### config.mk
export PLATFORM = sky130hd
export DESIGN_NAME = tra_fifo
export DESIGN_NICKNAME = d
export VERILOG_FILES = /design/src/sv/tra_pkg.sv /design/src/sv/tra_fifo.sv
export SDC_FILE = /design/constraint.sdc
export NUM_CORES = 1
export LEC_CHECK = 0
export ABC_AREA = 1
export ABC_CLOCK_PERIOD_IN_PS = 7650
export BUFFER_PORTS_ARGS = -buffer_cell sky130_fd_sc_hd__buf_2
export CAP_MARGIN = 20
export CORE_UTILIZATION = 55
export DETAILED_ROUTE_END_ITERATION = 8
export PLACE_DENSITY = 0.8
export RECOVER_POWER = 25
export SKIP_LAST_GASP = 1
export SLEW_MARGIN = 5
export SYNTH_ARGS = -nofsm -noshare
export SYNTH_HDL_FRONTEND = slang
export SYNTH_SLANG_ARGS = --single-unit
### constraint.sdc
create_clock -name clock -period 7.65 [get_ports clock]
set_input_delay 1.9125 -clock clock [delete_from_list [all_inputs] [get_ports clock]]
set_output_delay 1.9125 -clock clock [all_outputs]
set_load 0.05 [all_outputs]
### src/sv/tra_pkg.sv
// Shared types, constants and arithmetic helpers of the tangent approximation block.
// Used by every module of the block; depends on nothing else.
package tra_pkg;

   localparam int AngleW = 32;
   localparam int TanW = 32;
   localparam int XW = 31;
   localparam int AccW = 36;
   localparam int DividendW = 52;
   localparam int QuotW = 32;
   localparam int DivSteps = 4;
   localparam int DivStages = QuotW / DivSteps;
   localparam int QueueDepthDefault = 4;

   localparam logic [31:0] KHi = 32'h145F306D;
   localparam logic [31:0] KLo = 32'hC9C882A5;
   localparam logic [XW-1:0] One30 = 31'h40000000;
   localparam logic [TanW-1:0] SatMag = 32'h7FFFFFFF;

   typedef enum logic [1:0] {
      OCT_ZERO  = 2'd0,
      OCT_ONE   = 2'd1,
      OCT_TWO   = 2'd2,
      OCT_THREE = 2'd3
   } octant_type;

   typedef struct packed {
      logic [XW-1:0] x;
      logic          inv;
      logic          neg;
   } item_type;

   function automatic logic signed [AccW-1:0] coef_p(input logic [2:0] k);
      case (k)
         3'd0: coef_p = -36'sd5712939549;
         3'd1: coef_p = 36'sd494685598;
         3'd2: coef_p = -36'sd9429037;
         3'd3: coef_p = 36'sd52827;
         3'd4: coef_p = -36'sd70;
         default: coef_p = '0;
      endcase
   endfunction

   function automatic logic signed [AccW-1:0] coef_q(input logic [2:0] k);
      case (k)
         3'd0: coef_q = -36'sd7273940551;
         3'd1: coef_q = 36'sd2125497342;
         3'd2: coef_q = -36'sd80007912;
         3'd3: coef_q = 36'sd823286;
         3'd4: coef_q = -36'sd2397;
         3'd5: coef_q = 36'sd1;
         default: coef_q = '0;
      endcase
   endfunction

   // Product scaled down by 2^30, truncated toward zero.
   function automatic logic signed [AccW-1:0] mul_q30(input logic signed [AccW-1:0] a,
                                                      input logic [XW-1:0] b);
      logic [AccW-1:0]    mag;
      logic [AccW+XW-1:0] prod;
      logic [AccW-1:0]    sh;
      mag = a[AccW-1] ? (~a + 36'd1) : a;
      prod = (AccW+XW)'(mag) * (AccW+XW)'(b);
      sh = prod[AccW+29:30];
      mul_q30 = a[AccW-1] ? $signed(~sh + 36'd1) : $signed(sh);
   endfunction

endpackage

### src/sv/tra_fifo.sv
// Short queue that decouples the front part from the back part.
// Depends on tra_pkg for the item type.
module tra_fifo #(
   parameter int Depth = tra_pkg::QueueDepthDefault
) (
   input  logic              clock,
   input  logic              reset,
   input  logic              push_valid,
   output logic              push_ready,
   input  tra_pkg::item_type push_item,
   output logic              pop_valid,
   input  logic              pop_ready,
   output tra_pkg::item_type pop_item
);

   localparam int PtrW = (Depth > 1) ? $clog2(Depth) : 1;
   localparam int CntW = $clog2(Depth + 1);

   tra_pkg::item_type mem [Depth];
   logic [PtrW-1:0] wr_ff, rd_ff;
   logic [CntW-1:0] cnt_ff;
   logic push, pop;

   assign push_ready = cnt_ff != CntW'(Depth);
   assign pop_valid = cnt_ff != '0;
   assign pop_item = mem[rd_ff];
   assign push = push_valid && push_ready;
   assign pop = pop_valid && pop_ready;

   always_ff @(posedge clock) begin
      if (reset) begin
         wr_ff <= '0;
         rd_ff <= '0;
         cnt_ff <= '0;
      end else begin
         if (push) begin
            wr_ff <= (wr_ff == PtrW'(Depth - 1)) ? '0 : wr_ff + PtrW'(1);
         end
         if (pop) begin
            rd_ff <= (rd_ff == PtrW'(Depth - 1)) ? '0 : rd_ff + PtrW'(1);
         end
         if (push && !pop) begin
            cnt_ff <= cnt_ff + CntW'(1);
         end else if (pop && !push) begin
            cnt_ff <= cnt_ff - CntW'(1);
         end
      end
      if (push) begin
         mem[wr_ff] <= push_item;
      end
   end

endmodule

# Yosys cells after proc, flatten, opt, wreduce, memory -nomap -nowiden
# Memory sizes are Yosys's and may differ from the RTL's. A register that Yosys moved wholly into a read port is not among the register bits.
# Index checks and enable logic that the tools add are counted.
[totals]
output_inout_bits = 35
mem_count = 1
ram_bits = 132
wordCells = 27
reg_bits = 7
[classes]
reduce_logical = 8
eq_ne = 3
n_addsub = 4
mux = 8
[mem_list]
columns = ["memory", "depth", "word_bits", "rd", "rd_clocked_by_memory_dff", "wr", "line_no", "text"]
rows = [
  ["mem", 4, 33, 1, 1, 1, "tra_fifo.sv:19", "tra_pkg::item_type mem [Depth];"],
]
[ops]
columns = ["operator", "count"]
rows = [
  ["two-way mux 2 bit", 4],
  ["two-way mux 3 bit", 2],
  ["adder 2 x 1 -> 2 bit (second input constant)", 2],
  ["equality test 2 bit (second input constant)", 2],
  ["logical AND 1 bit", 4],
  ["adder 3 x 1 -> 3 bit (second input constant)", 1],
  ["inequality test 3 bit (second input constant)", 1],
  ["nonzero test 3 bit", 1],
  ["subtractor 3 x 1 -> 3 bit (second input constant)", 1],
  ["logical NOT 1 bit", 2],
  ["two-way mux 1 bit", 2],
  ["nonzero test 2 bit", 1],
]

# Longest topological paths before layout
# Gate-level depths: netlist of the first run.
[logic_depth]
ltp_word = 6
ltp_mapped = 13
mapped_depth_nobuf = 13

# Least setup slack after synthesis of the first run
# No wires, ideal clock.
[synth_timing]
path_type = "input-to-reg"
startpoint = "in push_valid"
endpoint = "mem mem[0][0] (netlist name), enable pin"
required_time_ns = 7.227
stages = 2
arrival_ns = 3.485
slack_ns = 3.742
setup_ns = 0.423
cell_sequence = "nand2_1 > nor2_1"
[synth_via]
elab_chain_cells = 3
[synth_lines]
columns = ["item", "line_no", "text"]
rows = [
  ["start: declaration", "tra_fifo.sv:8", "input logic push_valid,"],
  ["logical AND 1 bit", "tra_fifo.sv:27", "assign push = push_valid && push_ready;"],
  ["two-way mux 1 bit", "tra_fifo.sv:48", "if (push) begin"],
  ["two-way mux 1 bit (not written as such)", "tra_fifo.sv:49", "mem[wr_ff] <= push_item;"],
  ["end: declaration", "tra_fifo.sv:19", ""],
]
# No other way between the ends.

==> results_dict.tcl, run 1 <==
set metrics [dict create \
    numCtsBuffers 17 \
    path_clk_slew_ns 0.06 \
    dieArea_um2 10200 \
    final_net_count 505 \
    cts_root_buffer "clkbuf_8" \
    antenna_left 0 \
    internal-power_mw 1.57 \
    n_antenna_cell 0 \
    setup_viol 0 \
    hold_path.class "reg -> reg" \
    grt_pass1_wl_um 15600 \
    tightest_slew_ns 1.07 \
    worstPathArrival_ns 2.78 \
    area_delta_synth_final_pct 17.7 \
    ioPinCount 72 \
    ys_seq_area_frac 0.765 \
    maxCapViolCount 0 \
    highest_layer "met4" \
    relSlewSlack 0.282 \
    postCtsHoldBufs 0 \
    comb_power_share 0.351 \
    leakagePower_nw 2.26 \
    period_needed_ns 4.69 \
    dpl.hpwl_um 5520 \
    finalCritPeriodShare 0.614 \
    path_class "reg -> out" \
    place_inst 569 \
    ctsResizeCount 0 \
    drt-met1-wl_um 4000 \
    clkPwrFrac 0.282 \
    yosys_warnings 0 \
    synth_seq_cells 141 \
    powerDensity_nw_per_um2 420 \
    crit_required_ns 5.74 \
    drt_first_pass_iters 5 \
    core_area_um2 9370 \
    rows 35 \
    hold_viol 0 \
    start_kind "register" \
    wire_per_inst_um 16.7 \
    clock.fmax_mhz 213 \
    drt_iter0_drc 221 \
    clk_path_buf_depth 2 \
    cts_setup_buffers 0 \
    dieWidth_um 101 \
    power_switching_mw 1.11 \
    syn-num-nets 432 \
    initial_utilization 0.578 \
    grt_overflow 0 \
    syn_area_um2 5420 \
    grt.total_usage 0.213 \
    rsz0062_at_grt "false" \
    power_frac_seq 0.367 \
    syn_inst 388 \
    viasPerCell 5.43 \
    tritoncts "done" \
    worstPathMaxFanout 66 \
    clk_latency_ns 0.52 \
    vdd_drop_max_uv 217 \
    mostFrequentLayoutCell "edfxtp_1" \
    cts.sinks 141 \
    status "finished, final reports clean" \
    layout_common_cells "132 x edfxtp_1, 79 x nor2_1, 50 x buf_2, 49 x o21ai_0, 33 x o22ai_1" \
    die_h_um 101 \
    num_vias 3274 \
    port_buffers 71 \
    fin_setup_tns_ns 0 \
    report.final.slew_viol_count 0 \
    synth_area_per_cell_um2 14.0 \
    grt_pass1_vias 3209 \
    synth_cell_types 21 \
    wl_met2_um 5130 \
    htree_levels 4 \
    drc 0 \
    drive_gt1_frac 0.194 \
    wirelength_um 10100 \
    final.fill_count 642 \
    grt_max_degree 68 \
    gp_congestion 0.731 \
    stdcell_count 603 \
    critPathCaptureType "primary output" \
    antenna_found_initial 0 \
    swShare 0.415 \
    clock_skew_ns 0.00678 \
    wl_met3_um 808 \
]
[state kept, by name (all words and copies together) (netlist names), named ones only]
name	cells
mem	132
rd_ff	2
cnt_ff	3
wr_ff	2
[cells in the mapped netlist]
cell type,count,share of area
nand2_1,14,0.0097
clkbuf_2,2,0.0018
fa_1,1,0.0037
nand3_1,1,0.00092
o21ai_1,18,0.017
inv_1,14,0.0097
clkbuf_1,1,0.00069
dfxtp_1,9,0.033
xor2_1,1,0.0016
buf_2,7,0.0065
buf_8,1,0.0028
edfxtp_1,132,0.73
inv_2,2,0.0014
nor2_1,83,0.058
o22ai_1,33,0.038
buf_6,9,0.019
a21oi_1,2,0.0018
nand4_1,1,0.0012
o21ai_0,49,0.045
nand3b_1,2,0.0028
ha_1,6,0.014
[cell families (layout without fill, tap and decap cells)]
logic type | Yosys count | after routing | synth area share
AND/OR/NAND/NOR | 101 | 101 | 0.0721
buffers and inverters | 36 | 122 | 0.0416
AO/OA/AOI/OAI | 102 | 102 | 0.102
adder cells (fa/ha/maj) | 7 | 7 | 0.0176
XOR/XNOR | 1 | 1 | 0.00162
flip-flops | 141 | 141 | 0.765
[worst paths after layout]
path / end / slack (ns) / start / cells past startpoint
worst min register to register: rd_ff[1] / 0.55 / rd_ff[1] / 2
worst max register to register: mem[3][13] / 5.44 / cnt_ff[0] / 4
worst max-delay path: pop_item[24] / 2.96 / register / 5
worst min-delay path: rd_ff[1] / 0.55 / rd_ff[1] / 2
[routing by layer]
layer	up-vias	GRT usage
li1	1568	-
met1	1559	0.260
met2	132	0.348
met3	15	0.0621
met4	0	0.107
met5	-	0
[power by group through the flow]
stage	Clock [mW]	Combinational [mW]	Sequential (mW)
global route	0.794	1.01	0.989
floorplan	0	0.752	0.985
CTS	0.764	0.909	1.00
global placement	0	0.888	1.01
detailed placement	0	0.904	1.02
finish	0.756	0.938	0.981
[stage by stage]
step / power (mW) / hold WS (ns) / utilization / worst slack [ns] / cell area [µm²]
after detailed placement: 1.92 / 0.533 / 0.619 / 3.19 / 5810
after floorplan: 1.74 / 0.483 / - / 3.74 / 5420
final: 2.68 / 0.546 / 0.680 / 2.96 / 6370
after global placement: 1.90 / 0.509 / 0.619 / 3.30 / 5810
after global routing: 2.79 / 0.569 / 0.680 / 2.77 / 6370
after CTS: 2.68 / 0.541 / 0.679 / 2.56 / 6360
[area by class of cell]
| cell class | instances | area [µm²] | area share |
|---|---|---|---|
| repair buffers | 74 | 377 | 0.0591 |
| flip-flops and latches | 141 | 4150 | 0.651 |
| clock buffers | 17 | 414 | 0.0650 |
| clock inverters | 15 | 139 | 0.0218 |
| well taps | 129 | 161 | 0.0253 |
| multi-input cells | 211 | 1080 | 0.169 |
| inverters | 16 | 60.1 | 0.00942 |
[worst max-delay path, stage by stage (launching register included)]
cell     delay (ns)
dfxtp_2        0.43
buf_12         0.22
inv_2          0.78
o21ai_0        0.25
o22ai_1        0.23
buf_2          0.31
Power figures use the tool's default switching activity.
==> inputs of run 2 (changes only) <==
--- a/config.mk
+++ b/config.mk
@@ -5,8 +5,8 @@
 export SDC_FILE = /design/constraint.sdc
 export NUM_CORES = 1
 export LEC_CHECK = 0
-export ABC_AREA = 1
-export ABC_CLOCK_PERIOD_IN_PS = 7650
+export ABC_AREA = 0
+export ABC_CLOCK_PERIOD_IN_PS = 4550
 export BUFFER_PORTS_ARGS = -buffer_cell sky130_fd_sc_hd__buf_2
 export CAP_MARGIN = 20
 export CORE_UTILIZATION = 55
==> constraint.sdc (replaced) <==
create_clock -name clock -period 4.55 [get_ports clock]
set_input_delay 1.1375 -clock clock [delete_from_list [all_inputs] [get_ports clock]]
set_output_delay 1.1375 -clock clock [all_outputs]
set_load 0.05 [all_outputs]
==> results_dict.tcl, run 2 <==
set metrics [dict create \
    status "finished, final reports clean" \
    critPathMaxStageDelay_ns 0.72 \
    tightest_slew_ns 0.892 \
    tritoncts "done" \
    largest_reg_flops 132 \
    path_clk_slew_ns 0.06 \
    mostFrequentLayoutCell "edfxtp_1" \
    ioPinCount 72 \
    top_regs "mem x132, cnt_ff x3" \
    timing.rr.end "cnt_ff[2]" \
    slowest_stage "dfxtp_2" \
    core_area_um2 9240 \
    min_path_cells 2 \
    grt_pass1_wl_um 13300 \
    top_usage_layer "met2" \
    synthFlopType "edfxtp_1" \
    setup_viol 0 \
    wirelength_um 8680 \
    finalCritPeriodShare 0.799 \
    maxCapViolCount 0 \
    netlist_top_cells_area "edfxtp_1 76%, mux4_2 14%, dfxtp_1 3.4%" \
    power_mw 4.07 \
    synth.largest_area_cell "edfxtp_1" \
    clk_latency_ns 0.51 \
    report.final.slew_viol_count 0 \
    worstPathCellList "buf_4 > mux4_2 > buf_2" \
    drive_gt1_frac 0.390 \
    yosys_warnings 0 \
    num_vias 2418 \
    n_antenna_cell 0 \
    viasPerCell 5.45 \
    cts_setup_buffers 0 \
    crit_required_ns 3.41 \
    hold_viol 0 \
    path_class "reg -> out" \
    clock.fmax_mhz 275 \
    drc 0 \
    powerDensity_nw_per_um2 648 \
    ctsResizeCount 0 \
    relSlewSlack 0.405 \
    start_kind "register" \
    cts_root_buffer "clkbuf_8" \
    gr-usage-met2 0.303 \
    numCtsBuffers 17 \
    worst_r2r_startpoint "cnt_ff[0]" \
    antenna_left 0 \
    grt.total_usage 0.191 \
    htree_levels 4 \
    use_met3 0.0654 \
    critPathCaptureType "primary output" \
    synth_top_area_share 0.758 \
    synth_most_common_cell "edfxtp_1" \
    fin_setup_tns_ns 0 \
    antenna_found_initial 0 \
    die_h_um 99.5 \
    rows 35 \
    ys_top_cells_by_count "132 x edfxtp_1, 33 x mux4_2, 9 x dfxtp_1, 6 x ha_1, 5 x clkbuf_1" \
    met1_usage 0.243 \
    grt_overflow 0 \
    syn-num-nets 265 \
    synth_edf_count 132 \
    initial_utilization 0.566 \
    leakagePower_nw 2.12 \
    cts.sinks 141 \
    worstPathArrival_ns 2.50 \
    drt_iter0_drc 104 \
    gp_congestion 0.699 \
    postCtsHoldBufs 0 \
    final_net_count 346 \
    ys_seq_area_frac 0.793 \
    synth_area_per_cell_um2 23.6 \
    clock_skew_ns 0.00871 \
    grt_pass1_vias 2505 \
    dieArea_um2 9900 \
    clk_path_buf_depth 2 \
    synth_seq_cells 141 \
    postPlaceCellArea_um2 5710 \
    period_needed_ns 3.63 \
    reg2regPathDepth 7 \
    rsz0062_at_grt "false" \
    port_buffers 71 \
    min_from "rd_ff[0]" \
    r2r_slack_ns 2.14 \
    wire_per_inst_um 19.5 \
    drt_first_pass_iters 4 \
    vdd_drop_max_uv 395 \
    final_area_um2 6280 \
    ys_async_sr_fraction 0 \
    worstPathMaxFanout 17 \
    layout_common_cells "132 x edfxtp_1, 48 x buf_2, 33 x mux4_2, 23 x clkbuf_1, 16 x clkbuf_16" \
    area_delta_synth_final_pct 20.2 \
    dieWidth_um 99.5 \
    regMostFlops "mem" \
    dpl.hpwl_um 4780 \
    syn_area_um2 5230 \
    synth_cell_types 25 \
    grt_max_degree 34 \
    hold_path.class "reg -> reg" \
    syn_inst 221 \
]
## run 2: cell types whose count changed after synthesis, moves of 11 or more
cell	delta
o21ai_0	-48
o21ai_1	-18
nor2_1	-80
nand2_1	-13
inv_1	-11
o22ai_1	-33
mux4_2	+33
## run 2: cell type report
cell class	instances	area [µm²]
clock buffer	17	414
clock inverter	15	186
fill	605	2960
inverter	3	11.3
multi-input combinational	67	1030
sequential	141	4150
tap	129	161
timing repair buffer	72	334
## run 2: how the worst max path moves through the flow
stage / from / endpoint / slack (ns) / cells after the start
finish: register / pop_item[15] / 0.92 / 3
global route: register / pop_item[15] / 0.75 / 3
CTS: register / pop_item[15] / 0.84 / 3
detailed placement: register / pop_item[24] / 1.40 / 3
global placement: register / pop_item[24] / 1.42 / 3
floorplan: pop_ready / cnt_ff[2] / 1.87 / 7
## run 2: power by group
group | total, mW | internal (mW) | leakage [nW] | switching (mW)
sequential | 1.67 | 1.58 | 1.28 | 0.0926
combinational | 1.02 | 0.325 | 0.546 | 0.700
clock | 1.38 | 0.844 | 0.289 | 0.531
## run 2: kinds of logic (layout without fill, tap and decap cells)
logic type,after synthesis,after routing,share of synthesized area
buffers and inverters,13,107,0.0105
AOI/OAI and AO/OA,5,5,0.00670
and+or+nand+nor,17,17,0.0203
xor gates and xnor gates,2,2,0.00335
muxes,36,36,0.148
adders and majority gates,7,7,0.0182
DFF,141,141,0.793
## run 2: critical path: cells and delay by family (launching register included)
family | cells | cell delay (ns)
buffers and inverters | 2 | 0.67
DFF | 1 | 0.72
muxes | 1 | 0.58
## run 2: routing by layer
metal	share of wire	wire length, µm	vias to the layer above
li1	-	-	1092
met1	0.43	3710	1237
met2	0.51	4420	73
met3	0.044	384	16
met4	0.019	166	0
met5	0	0	-
## run 2: through the flow
stage	util	cells	setup WS, ns	hold slack [ns]
after floorplan	-	221	1.87	0.463
after global routing	0.680	444	0.745	0.559
after detailed placement	0.618	412	1.40	0.492
final	0.680	444	0.915	0.498
after global placement	0.618	412	1.42	0.482
after CTS	0.683	444	0.838	0.506
