`config.mk`:
```
export PLATFORM = sky130hd
export DESIGN_NAME = tra_front
export DESIGN_NICKNAME = d
export VERILOG_FILES = /design/src/sv/tra_pkg.sv /design/src/sv/tra_front.sv
export SDC_FILE = /design/constraint.sdc
export NUM_CORES = 2
export LEC_CHECK = 0
export BUFFER_PORTS_ARGS = -buffer_cell sky130_fd_sc_hd__buf_2
export CORE_MARGIN = 2
export CORE_UTILIZATION = 41
export CTS_CLUSTER_DIAMETER = 150
export CTS_CLUSTER_SIZE = 40
export DETAILED_ROUTE_END_ITERATION = 6
export SLEW_MARGIN = 20
export SYNTH_ARGS = -nofsm -noshare
export SYNTH_HDL_FRONTEND = slang
export SYNTH_SLANG_ARGS = --single-unit
```
`constraint.sdc`:
```
create_clock -name clock -period 16.25 [get_ports clock]
set_input_delay 0.8125 -clock clock [delete_from_list [all_inputs] [get_ports clock]]
set_output_delay 0.8125 -clock clock [all_outputs]
set_load 0.01 [all_outputs]
```
`src/sv/tra_pkg.sv`:
```
// Shared types, constants and arithmetic helpers of the tangent approximation block.
// Used by every module of the block; depends on nothing else.
package tra_pkg;

   localparam int AngleW = 32;
   localparam int TanW = 32;
   localparam int XW = 31;
   localparam int AccW = 36;
   localparam int DividendW = 52;
   localparam int QuotW = 32;
   localparam int DivSteps = 4;
   localparam int DivStages = QuotW / DivSteps;
   localparam int QueueDepthDefault = 4;

   localparam logic [31:0] KHi = 32'h145F306D;
   localparam logic [31:0] KLo = 32'hC9C882A5;
   localparam logic [XW-1:0] One30 = 31'h40000000;
   localparam logic [TanW-1:0] SatMag = 32'h7FFFFFFF;

   typedef enum logic [1:0] {
      OCT_ZERO  = 2'd0,
      OCT_ONE   = 2'd1,
      OCT_TWO   = 2'd2,
      OCT_THREE = 2'd3
   } octant_type;

   typedef struct packed {
      logic [XW-1:0] x;
      logic          inv;
      logic          neg;
   } item_type;

   function automatic logic signed [AccW-1:0] coef_p(input logic [2:0] k);
      case (k)
         3'd0: coef_p = -36'sd5712939549;
         3'd1: coef_p = 36'sd494685598;
         3'd2: coef_p = -36'sd9429037;
         3'd3: coef_p = 36'sd52827;
         3'd4: coef_p = -36'sd70;
         default: coef_p = '0;
      endcase
   endfunction

   function automatic logic signed [AccW-1:0] coef_q(input logic [2:0] k);
      case (k)
         3'd0: coef_q = -36'sd7273940551;
         3'd1: coef_q = 36'sd2125497342;
         3'd2: coef_q = -36'sd80007912;
         3'd3: coef_q = 36'sd823286;
         3'd4: coef_q = -36'sd2397;
         3'd5: coef_q = 36'sd1;
         default: coef_q = '0;
      endcase
   endfunction

   // Product scaled down by 2^30, truncated toward zero.
   function automatic logic signed [AccW-1:0] mul_q30(input logic signed [AccW-1:0] a,
                                                      input logic [XW-1:0] b);
      logic [AccW-1:0]    mag;
      logic [AccW+XW-1:0] prod;
      logic [AccW-1:0]    sh;
      mag = a[AccW-1] ? (~a + 36'd1) : a;
      prod = (AccW+XW)'(mag) * (AccW+XW)'(b);
      sh = prod[AccW+29:30];
      mul_q30 = a[AccW-1] ? $signed(~sh + 36'd1) : $signed(sh);
   endfunction

endpackage

```
`src/sv/tra_front.sv`:
```
// Front part: takes the sign off the angle, scales by 4/pi and classifies the octant.
// Depends on tra_pkg.
module tra_front (
   input  logic                   clock,
   input  logic                   reset,
   input  logic                   in_valid,
   output logic                   in_ready,
   input  logic [tra_pkg::AngleW-1:0] in_angle,
   output logic                   out_valid,
   input  logic                   out_ready,
   output tra_pkg::item_type      out_item
);

   logic        ce;
   logic        v1_ff, v2_ff, v3_ff;
   logic [31:0] m1_ff;
   logic        neg1_ff, neg2_ff;
   logic [63:0] lo2_ff, hi2_ff;
   tra_pkg::item_type item3_ff, item3_in;
   logic [63:0] t;
   tra_pkg::octant_type oct;
   logic [29:0] xr;

   assign ce = out_ready || !v3_ff;
   assign in_ready = ce;
   assign out_valid = v3_ff;
   assign out_item = item3_ff;

   assign t = hi2_ff + {32'd0, lo2_ff[63:32]};
   assign oct = tra_pkg::octant_type'(t[53:52]);
   assign xr = t[51:22];

   always_comb begin
      item3_in.x = {1'b0, xr};
      item3_in.inv = 1'b0;
      item3_in.neg = neg2_ff;
      case (oct)
         tra_pkg::OCT_ONE: begin
            item3_in.x = tra_pkg::One30 - {1'b0, xr};
            item3_in.inv = 1'b1;
         end
         tra_pkg::OCT_TWO: begin
            item3_in.neg = !neg2_ff;
            item3_in.inv = 1'b1;
         end
         tra_pkg::OCT_THREE: begin
            item3_in.x = tra_pkg::One30 - {1'b0, xr};
            item3_in.neg = !neg2_ff;
         end
         default: begin
         end
      endcase
   end

   always_ff @(posedge clock) begin
      if (reset) begin
         v1_ff <= 1'b0;
         v2_ff <= 1'b0;
         v3_ff <= 1'b0;
      end else if (ce) begin
         v1_ff <= in_valid;
         v2_ff <= v1_ff;
         v3_ff <= v2_ff;
      end
      if (ce) begin
         neg1_ff <= in_angle[31];
         m1_ff <= in_angle[31] ? (~in_angle + 32'd1) : in_angle;
         neg2_ff <= neg1_ff;
         lo2_ff <= 64'(m1_ff) * 64'(tra_pkg::KLo);
         hi2_ff <= 64'(m1_ff) * 64'(tra_pkg::KHi);
         item3_ff <= item3_in;
      end
   end

endmodule

```
* Word level (Yosys, flattened, before mapping)
Cells that the tools add are included.
** Word-level totals
- Input port bits :: 36
- Output and inout bits :: 35
- Logic and storage cells :: 32
- Flip-flop bits (word level) :: 188
** Cells by class
- Bitwise gates (word level) :: 1
- $add $sub $neg :: 3
- Multiply operators :: 2
- Reductions and logical operators :: 6
- Equal/unequal tests :: 3
- Mux-type cells :: 4
** Operators with widths (count)
- $mul A32 B32 Y64 const B :: 1
- $add A54 B32 Y54 :: 1
- $mul A32 B29 Y54 const B :: 1
- $add A32 B1 Y32 const B :: 1
- $not A32 Y32 :: 1
- $mux W31 :: 1
- $sub A31 B30 Y31 const A :: 1
- $mux W30 :: 1
- $reduce_or A2 Y1 :: 3
- $eq A2 B2 Y1 const B :: 2
- $eq A2 B1 Y1 const B :: 1
- $logic_not A1 Y1 :: 2
- $mux W1 :: 2
- $logic_or A1 B1 Y1 :: 1

* Longest topological paths before layout
- Depth after elaboration :: 4
- Mapped depth :: 27

* Least setup slack after synthesis
No wires, ideal clock.
- Path type :: register to register
- Start :: reg m1_ff[0]
- End :: reg lo2_ff[63], data pin
- Path buffers :: 0
- Arrival :: 7234 ps
- Cell stages (with the launch flop) :: 25
- Setup time :: 260 ps
- Path slack :: 8756 ps
- Path through :: edfxtp_1 -> ha_1 -> inv_1 -> fa_1 -> fa_1 -> fa_1 -> inv_1 -> fa_1 -> inv_1 -> fa_1 -> fa_1 -> fa_1 -> inv_1 -> ha_1 -> nand2_1 -> nor2_1 -> a221oi_1 -> o22ai_1 -> nor4_1 -> o311ai_1 -> a2111oi_0 -> nor2_1 -> a211o_1 -> a31o_2 -> xnor2_1
** Between the ends
- Cells in the longest elaborated chain, start to end :: 1
** Ends and longest elaborated chain
- from (decl) :: line tra_front.sv:16 : logic [31:0] m1_ff;
- from (signal assigned) :: line tra_front.sv:67 : m1_ff <= in_angle[31] ? (~in_angle + 32'd1) : in_angle;
- $mul A32 B32 Y64 :: line tra_front.sv:69 : lo2_ff <= 64'(m1_ff) * 64'(tra_pkg::KLo);
- to (signal assigned) :: line tra_front.sv:69
- to (decl) :: line tra_front.sv:18 : logic [63:0] lo2_ff, hi2_ff;
No other way between the ends.
A chain may end at the register's enable or synchronous reset.

* Worst setup path in the final report
- Start :: reg m1_ff[16]
- End :: reg lo2_ff[63], data pin
Same word-level chain as after synthesis.

==> impl_results.html <==
<table>
<tr><th>Metric</th><th>Value</th></tr>
<tr><th colspan="2">Clocking</th></tr>
<tr><td>Clock tree from TritonCTS</td><td>done</td></tr>
<tr><td>Number of hold-repair buffers added at the cts stage</td><td>0</td></tr>
<tr><td>CTS Root Cell</td><td>sky130_fd_sc_hd__clkbuf_16</td></tr>
<tr><td>Number of H-tree levels</td><td>4</td></tr>
<tr><td>Postcts setup bufs</td><td>0</td></tr>
<tr><td>Clock latency on the worst-skew pair</td><td>0.51 ns</td></tr>
<tr><td>Num CTS Buffers</td><td>17</td></tr>
<tr><td>Clock Path Buffers</td><td>2</td></tr>
<tr><td>TritonCTS Sinks</td><td>156</td></tr>
<tr><td>Number of gates resized after CTS</td><td>0</td></tr>
<tr><td>Register clock-pin slew on the reported worst setup and hold paths</td><td>0.08 ns</td></tr>
<tr><th colspan="2">STA</th></tr>
<tr><td>Max-slew violations</td><td>0</td></tr>
<tr><td>Post-layout min period</td><td>9.09 ns</td></tr>
<tr><td>Worst-case setup margin in the final layout</td><td>7.16 ns</td></tr>
<tr><td>Maximum operating frequency</td><td>0.110 GHz</td></tr>
<tr><td>Number of endpoints with negative hold slack in the final report</td><td>0</td></tr>
<tr><td>Summed negative setup slack over all endpoints</td><td>0 ns</td></tr>
<tr><td>Unrepaired setup endpoints after global routing</td><td>no</td></tr>
<tr><td>Fin crit share</td><td>55.9%</td></tr>
<tr><td>Relative slew slack</td><td>26.4%</td></tr>
<tr><td>Final-report setup violation count</td><td>0</td></tr>
<tr><td>Pin slew with the least headroom to its limit</td><td>1.10 ns</td></tr>
<tr><td>Worst clock skew</td><td>0.0204 ns</td></tr>
<tr><th colspan="2">Floorplanning</th></tr>
<tr><td>Full die area</td><td>90400 um2</td></tr>
<tr><td>X dimension of the die</td><td>301 um</td></tr>
<tr><td>Initial cell density of the core</td><td>41.5%</td></tr>
<tr><td>Die Ht</td><td>301 um</td></tr>
<tr><td>Std-Cell Rows</td><td>108</td></tr>
<tr><td>Placeable core area</td><td>87000 um2</td></tr>
<tr><td>Io pins</td><td>71</td></tr>
<tr><th colspan="2">Worst setup path</th></tr>
<tr><td>Crit path buffers/inverters</td><td>2</td></tr>
<tr><td>Cell with the largest stage delay on the worst path</td><td>sky130_fd_sc_hd__edfxtp_1</td></tr>
<tr><td>Maximum fanout count along the critical path</td><td>13</td></tr>
<tr><td>Kind of end point of the critical path</td><td>register</td></tr>
<tr><td>Cell depth of the worst flop-to-flop path</td><td>22</td></tr>
<tr><td>Crit-path max cell delay</td><td>1.08 ns</td></tr>
<tr><td>Reg2reg start</td><td>m1_ff[16]$_DFFE_PP_</td></tr>
<tr><td>Arrival time at the worst endpoint</td><td>9.33 ns</td></tr>
<tr><td>Flop2flop setup slack</td><td>7.16 ns</td></tr>
<tr><td>Crit path required time</td><td>16.49 ns</td></tr>
<tr><td>Critical path cell sequence</td><td>ha_1 &gt; ha_1 &gt; ha_1 &gt; fa_1 &gt; inv_1 &gt; fa_1 &gt; inv_1 &gt; fa_1 &gt; fa_1 &gt; fa_1 &gt; ha_1 &gt; a21oi_1 &gt; a21oi_1 &gt; a211oi_1 &gt; o22ai_1 &gt; nor4_2 &gt; o311ai_1 &gt; a2111oi_0 &gt; nor2_1 &gt; a211o_1 &gt; a31o_2 &gt; xnor2_1</td></tr>
<tr><td>Dominant delay contributor by cell family on the critical path</td><td>adder cells</td></tr>
<tr><td>Kind of critical path</td><td>reg -&gt; reg</td></tr>
<tr><td>Worst flop-to-flop path endpoint</td><td>lo2_ff[63]$_DFFE_PP_</td></tr>
<tr><td>Startpoint Class</td><td>register</td></tr>
<tr><td>Library cell appearing most often on the critical path</td><td>sky130_fd_sc_hd__fa_1</td></tr>
<tr><th colspan="2">Min path</th></tr>
<tr><td>Number of cells on the worst hold path</td><td>0</td></tr>
<tr><td>Critical hold path startpoint</td><td>neg1_ff$_DFFE_PP_</td></tr>
<tr><td>Path class of the lowest-slack min-delay path</td><td>reg -&gt; reg</td></tr>
<tr><td>Hold endpoint</td><td>neg2_ff$_DFFE_PP_</td></tr>
<tr><th colspan="2">Synthesis</th></tr>
<tr><td>Async set-reset flop share out of synthesis</td><td>0%</td></tr>
<tr><td>Number of enable flip-flop cells after synthesis</td><td>153</td></tr>
<tr><td>Number of synthesis warnings</td><td>0</td></tr>
<tr><td>Synthesized-area fraction occupied by ao, oa, aoi and oai cells</td><td>8.00%</td></tr>
<tr><td>Primary FF master, synth</td><td>sky130_fd_sc_hd__edfxtp_1</td></tr>
<tr><td>Adder and majority cell fraction of the synthesized area</td><td>59.2%</td></tr>
<tr><td>Syn Inst Count</td><td>3462</td></tr>
<tr><td>Main combinational cell family by area after synthesis</td><td>adder cells</td></tr>
<tr><td>Xor and xnor area share after synthesis</td><td>3.93%</td></tr>
<tr><td>Multiplexer share of the synthesized area</td><td>0.111%</td></tr>
<tr><td>Mean Syn Cell Area</td><td>10.4 um2</td></tr>
<tr><td>Basic-gate share of the synthesized area counting and, or, nand and nor cells</td><td>5.62%</td></tr>
<tr><td>Sequential fraction of the synthesis area</td><td>12.9%</td></tr>
<tr><td>Flops &amp; latches, synth</td><td>156</td></tr>
<tr><td>Post-synthesis cell type count</td><td>77</td></tr>
<tr><td>Net count after synthesis</td><td>4819</td></tr>
<tr><td>Total standard cell area after synthesis</td><td>36100 um2</td></tr>
<tr><th colspan="2">Global route</th></tr>
<tr><td>Met1 Use GR</td><td>30.4%</td></tr>
<tr><td>Met3 demand-to-capacity share in global routing</td><td>4.96%</td></tr>
<tr><td>Via count of the first global-routing pass</td><td>25743</td></tr>
<tr><td>Global-route congestion overflow total</td><td>0</td></tr>
<tr><td>Grt met2 use</td><td>37.3%</td></tr>
<tr><td>First-pass GRT wire length</td><td>153000 um</td></tr>
<tr><td>Most Crowded Layer GR</td><td>met2</td></tr>
<tr><td>Total Routing Usage GR</td><td>23.1%</td></tr>
<tr><td>Maximum number of pins on one net before global-route repair</td><td>65</td></tr>
<tr><td>Initial antenna violation count</td><td>0</td></tr>
<tr><th colspan="2">Layout</th></tr>
<tr><td>Syn-to-layout area delta</td><td>6.74%</td></tr>
<tr><td>Number of antenna repair diodes</td><td>0</td></tr>
<tr><td>Layout cell share with drive strength beyond 1</td><td>4.66%</td></tr>
<tr><td>Commonest cells after routing, fill and taps aside</td><td>951 x sky130_fd_sc_hd__inv_1, 678 x sky130_fd_sc_hd__ha_1, 643 x sky130_fd_sc_hd__fa_1, 153 x sky130_fd_sc_hd__edfxtp_1, 131 x sky130_fd_sc_hd__a21oi_1</td></tr>
<tr><td>Post-Layout Inst Area</td><td>38500 um2</td></tr>
<tr><td>Most common cell after layout, fill and taps aside</td><td>sky130_fd_sc_hd__inv_1</td></tr>
<tr><td>Filler Cell Count</td><td>8395</td></tr>
<tr><td>Post-layout net count</td><td>4906</td></tr>
<tr><th colspan="2">Drt</th></tr>
<tr><td>Number of optimization iterations in the first detailed-route pass</td><td>5</td></tr>
<tr><td>Routed via count divided by cell count</td><td>5.18</td></tr>
<tr><td>DR vias</td><td>24443</td></tr>
<tr><td>ANT nets after route</td><td>0</td></tr>
<tr><td>Iteration-0 DRC Markers</td><td>1635</td></tr>
<tr><td>Post-DR wirelength/cell</td><td>21.5 um</td></tr>
<tr><td>Final wirelength</td><td>101000 um</td></tr>
<tr><td>DRC Markers</td><td>0</td></tr>
<tr><th colspan="2">Job</th></tr>
<tr><td>Maximum capacitance violations</td><td>0</td></tr>
<tr><th colspan="2">Placed design</th></tr>
<tr><td>Estimated wirelength of the detail-placed design</td><td>88600 um</td></tr>
<tr><td>Area post-placement</td><td>38000 um2</td></tr>
<tr><td>Count of port buffers added during placement</td><td>70</td></tr>
<tr><td>RD Place Congestion</td><td>0.950</td></tr>
<tr><td>Pre-CTS setup slack</td><td>7.18 ns</td></tr>
<tr><th colspan="2">Status</th></tr>
<tr><td>Outcome</td><td>finished, final reports clean</td></tr>
</table>
[worst reg2reg max path, stage by stage, from the launching register on]
cell	delay, ns
sky130_fd_sc_hd__edfxtp_1	1.08
sky130_fd_sc_hd__ha_1	0.43
sky130_fd_sc_hd__ha_1	0.37
sky130_fd_sc_hd__ha_1	0.34
sky130_fd_sc_hd__fa_1	0.51
sky130_fd_sc_hd__inv_1	0.05
sky130_fd_sc_hd__fa_1	0.51
sky130_fd_sc_hd__inv_1	0.06
sky130_fd_sc_hd__fa_1	0.56
sky130_fd_sc_hd__fa_1	0.44
sky130_fd_sc_hd__fa_1	0.46
sky130_fd_sc_hd__ha_1	0.33
sky130_fd_sc_hd__a21oi_1	0.21
sky130_fd_sc_hd__a21oi_1	0.10
sky130_fd_sc_hd__a211oi_1	0.46
sky130_fd_sc_hd__o22ai_1	0.41
sky130_fd_sc_hd__nor4_2	0.50
sky130_fd_sc_hd__o311ai_1	0.25
sky130_fd_sc_hd__a2111oi_0	0.81
sky130_fd_sc_hd__nor2_1	0.27
sky130_fd_sc_hd__a211o_1	0.33
sky130_fd_sc_hd__a31o_2	0.24
sky130_fd_sc_hd__xnor2_1	0.12
[metal layers]
layer | vias up | routed length [um] | part of all wire [%]
met2 | 726 | 47400 | 47
met1 | 12216 | 42800 | 42
met3 | 160 | 6810 | 6.7
li1 | 11341 | - | -
met5 | - | 0 | 0
met4 | 0 | 4190 | 4.1
[worst max path at each step]
| stage | start | to | slack (ns) | depth (start not counted) |
|---|---|---|---|---|
| after global placement | m1_ff[4]$_DFFE_PP_ | lo2_ff[58]$_DFFE_PP_ | 7.01 | 23 |
| after floorplan | m1_ff[0]$_DFFE_PP_ | lo2_ff[63]$_DFFE_PP_ | 8.76 | 24 |
| after detailed placement | m1_ff[16]$_DFFE_PP_ | lo2_ff[63]$_DFFE_PP_ | 7.18 | 22 |
| final | m1_ff[16]$_DFFE_PP_ | lo2_ff[63]$_DFFE_PP_ | 7.16 | 22 |
| after CTS | m1_ff[16]$_DFFE_PP_ | lo2_ff[63]$_DFFE_PP_ | 7.16 | 22 |
| after global routing | m1_ff[16]$_DFFE_PP_ | lo2_ff[63]$_DFFE_PP_ | 6.83 | 22 |
[final cells by class]
class / instances / area [um2] / share of cell area [%]
inverter: 951 / 3570 / 9.27
clock inverter: 14 / 108 / 0.279
tap: 1155 / 1450 / 3.75
multi-input combinational: 2324 / 27700 / 72.0
sequential: 156 / 4650 / 12.1
timing repair buffer: 99 / 568 / 1.47
clock buffer: 17 / 425 / 1.10
[flip-flops by register name, indices dropped and copies added (netlist names)]
register,flops
neg1_ff,1
v2_ff,1
neg2_ff,1
out_valid,1
v1_ff,1
lo2_ff,35
out_item,33
m1_ff,32
hi2_ff,51
[per-stage QoR]
stage	instances	hold slack (ns)	util, %
2_1_floorplan	3462	0.400	-
5_1_grt	4716	0.464	44.3
3_3_place_gp	4685	0.443	43.6
6_report	4716	0.453	44.3
4_1_cts	4716	0.458	44.3
3_5_place_dp	4685	0.439	43.7
[synth_stat cells (25+ instances only)]
| library cell | count | share of area [%] |
|---|---|---|
| sky130_fd_sc_hd__inv_1 | 951 | 9.9 |
| sky130_fd_sc_hd__ha_1 | 678 | 24 |
| sky130_fd_sc_hd__fa_1 | 643 | 36 |
| sky130_fd_sc_hd__edfxtp_1 | 153 | 13 |
| sky130_fd_sc_hd__a21oi_1 | 131 | 1.8 |
| sky130_fd_sc_hd__xnor2_1 | 113 | 2.7 |
| sky130_fd_sc_hd__nand2_1 | 110 | 1.1 |
| sky130_fd_sc_hd__nor2_1 | 86 | 0.89 |
| sky130_fd_sc_hd__o21ai_0 | 79 | 1.1 |
| sky130_fd_sc_hd__a21o_1 | 51 | 1.1 |
| sky130_fd_sc_hd__xor2_1 | 49 | 1.2 |
| sky130_fd_sc_hd__nand3_1 | 33 | 0.46 |
| sky130_fd_sc_hd__nand4_1 | 27 | 0.47 |
| sky130_fd_sc_hd__nor3_1 | 25 | 0.35 |
[cell families after synthesis]
logic type,Yosys count
XOR/XNOR,162
flip-flops,156
AND/OR/NAND/NOR,405
adder cells (fa/ha/maj),1321
AO/OA/AOI/OAI,432
buffers and inverters,982
multiplexers,4
Power is left out: the tool's default activity adds up to more than one toggle a clock period on the data nets, which glitch-free logic cannot reach.
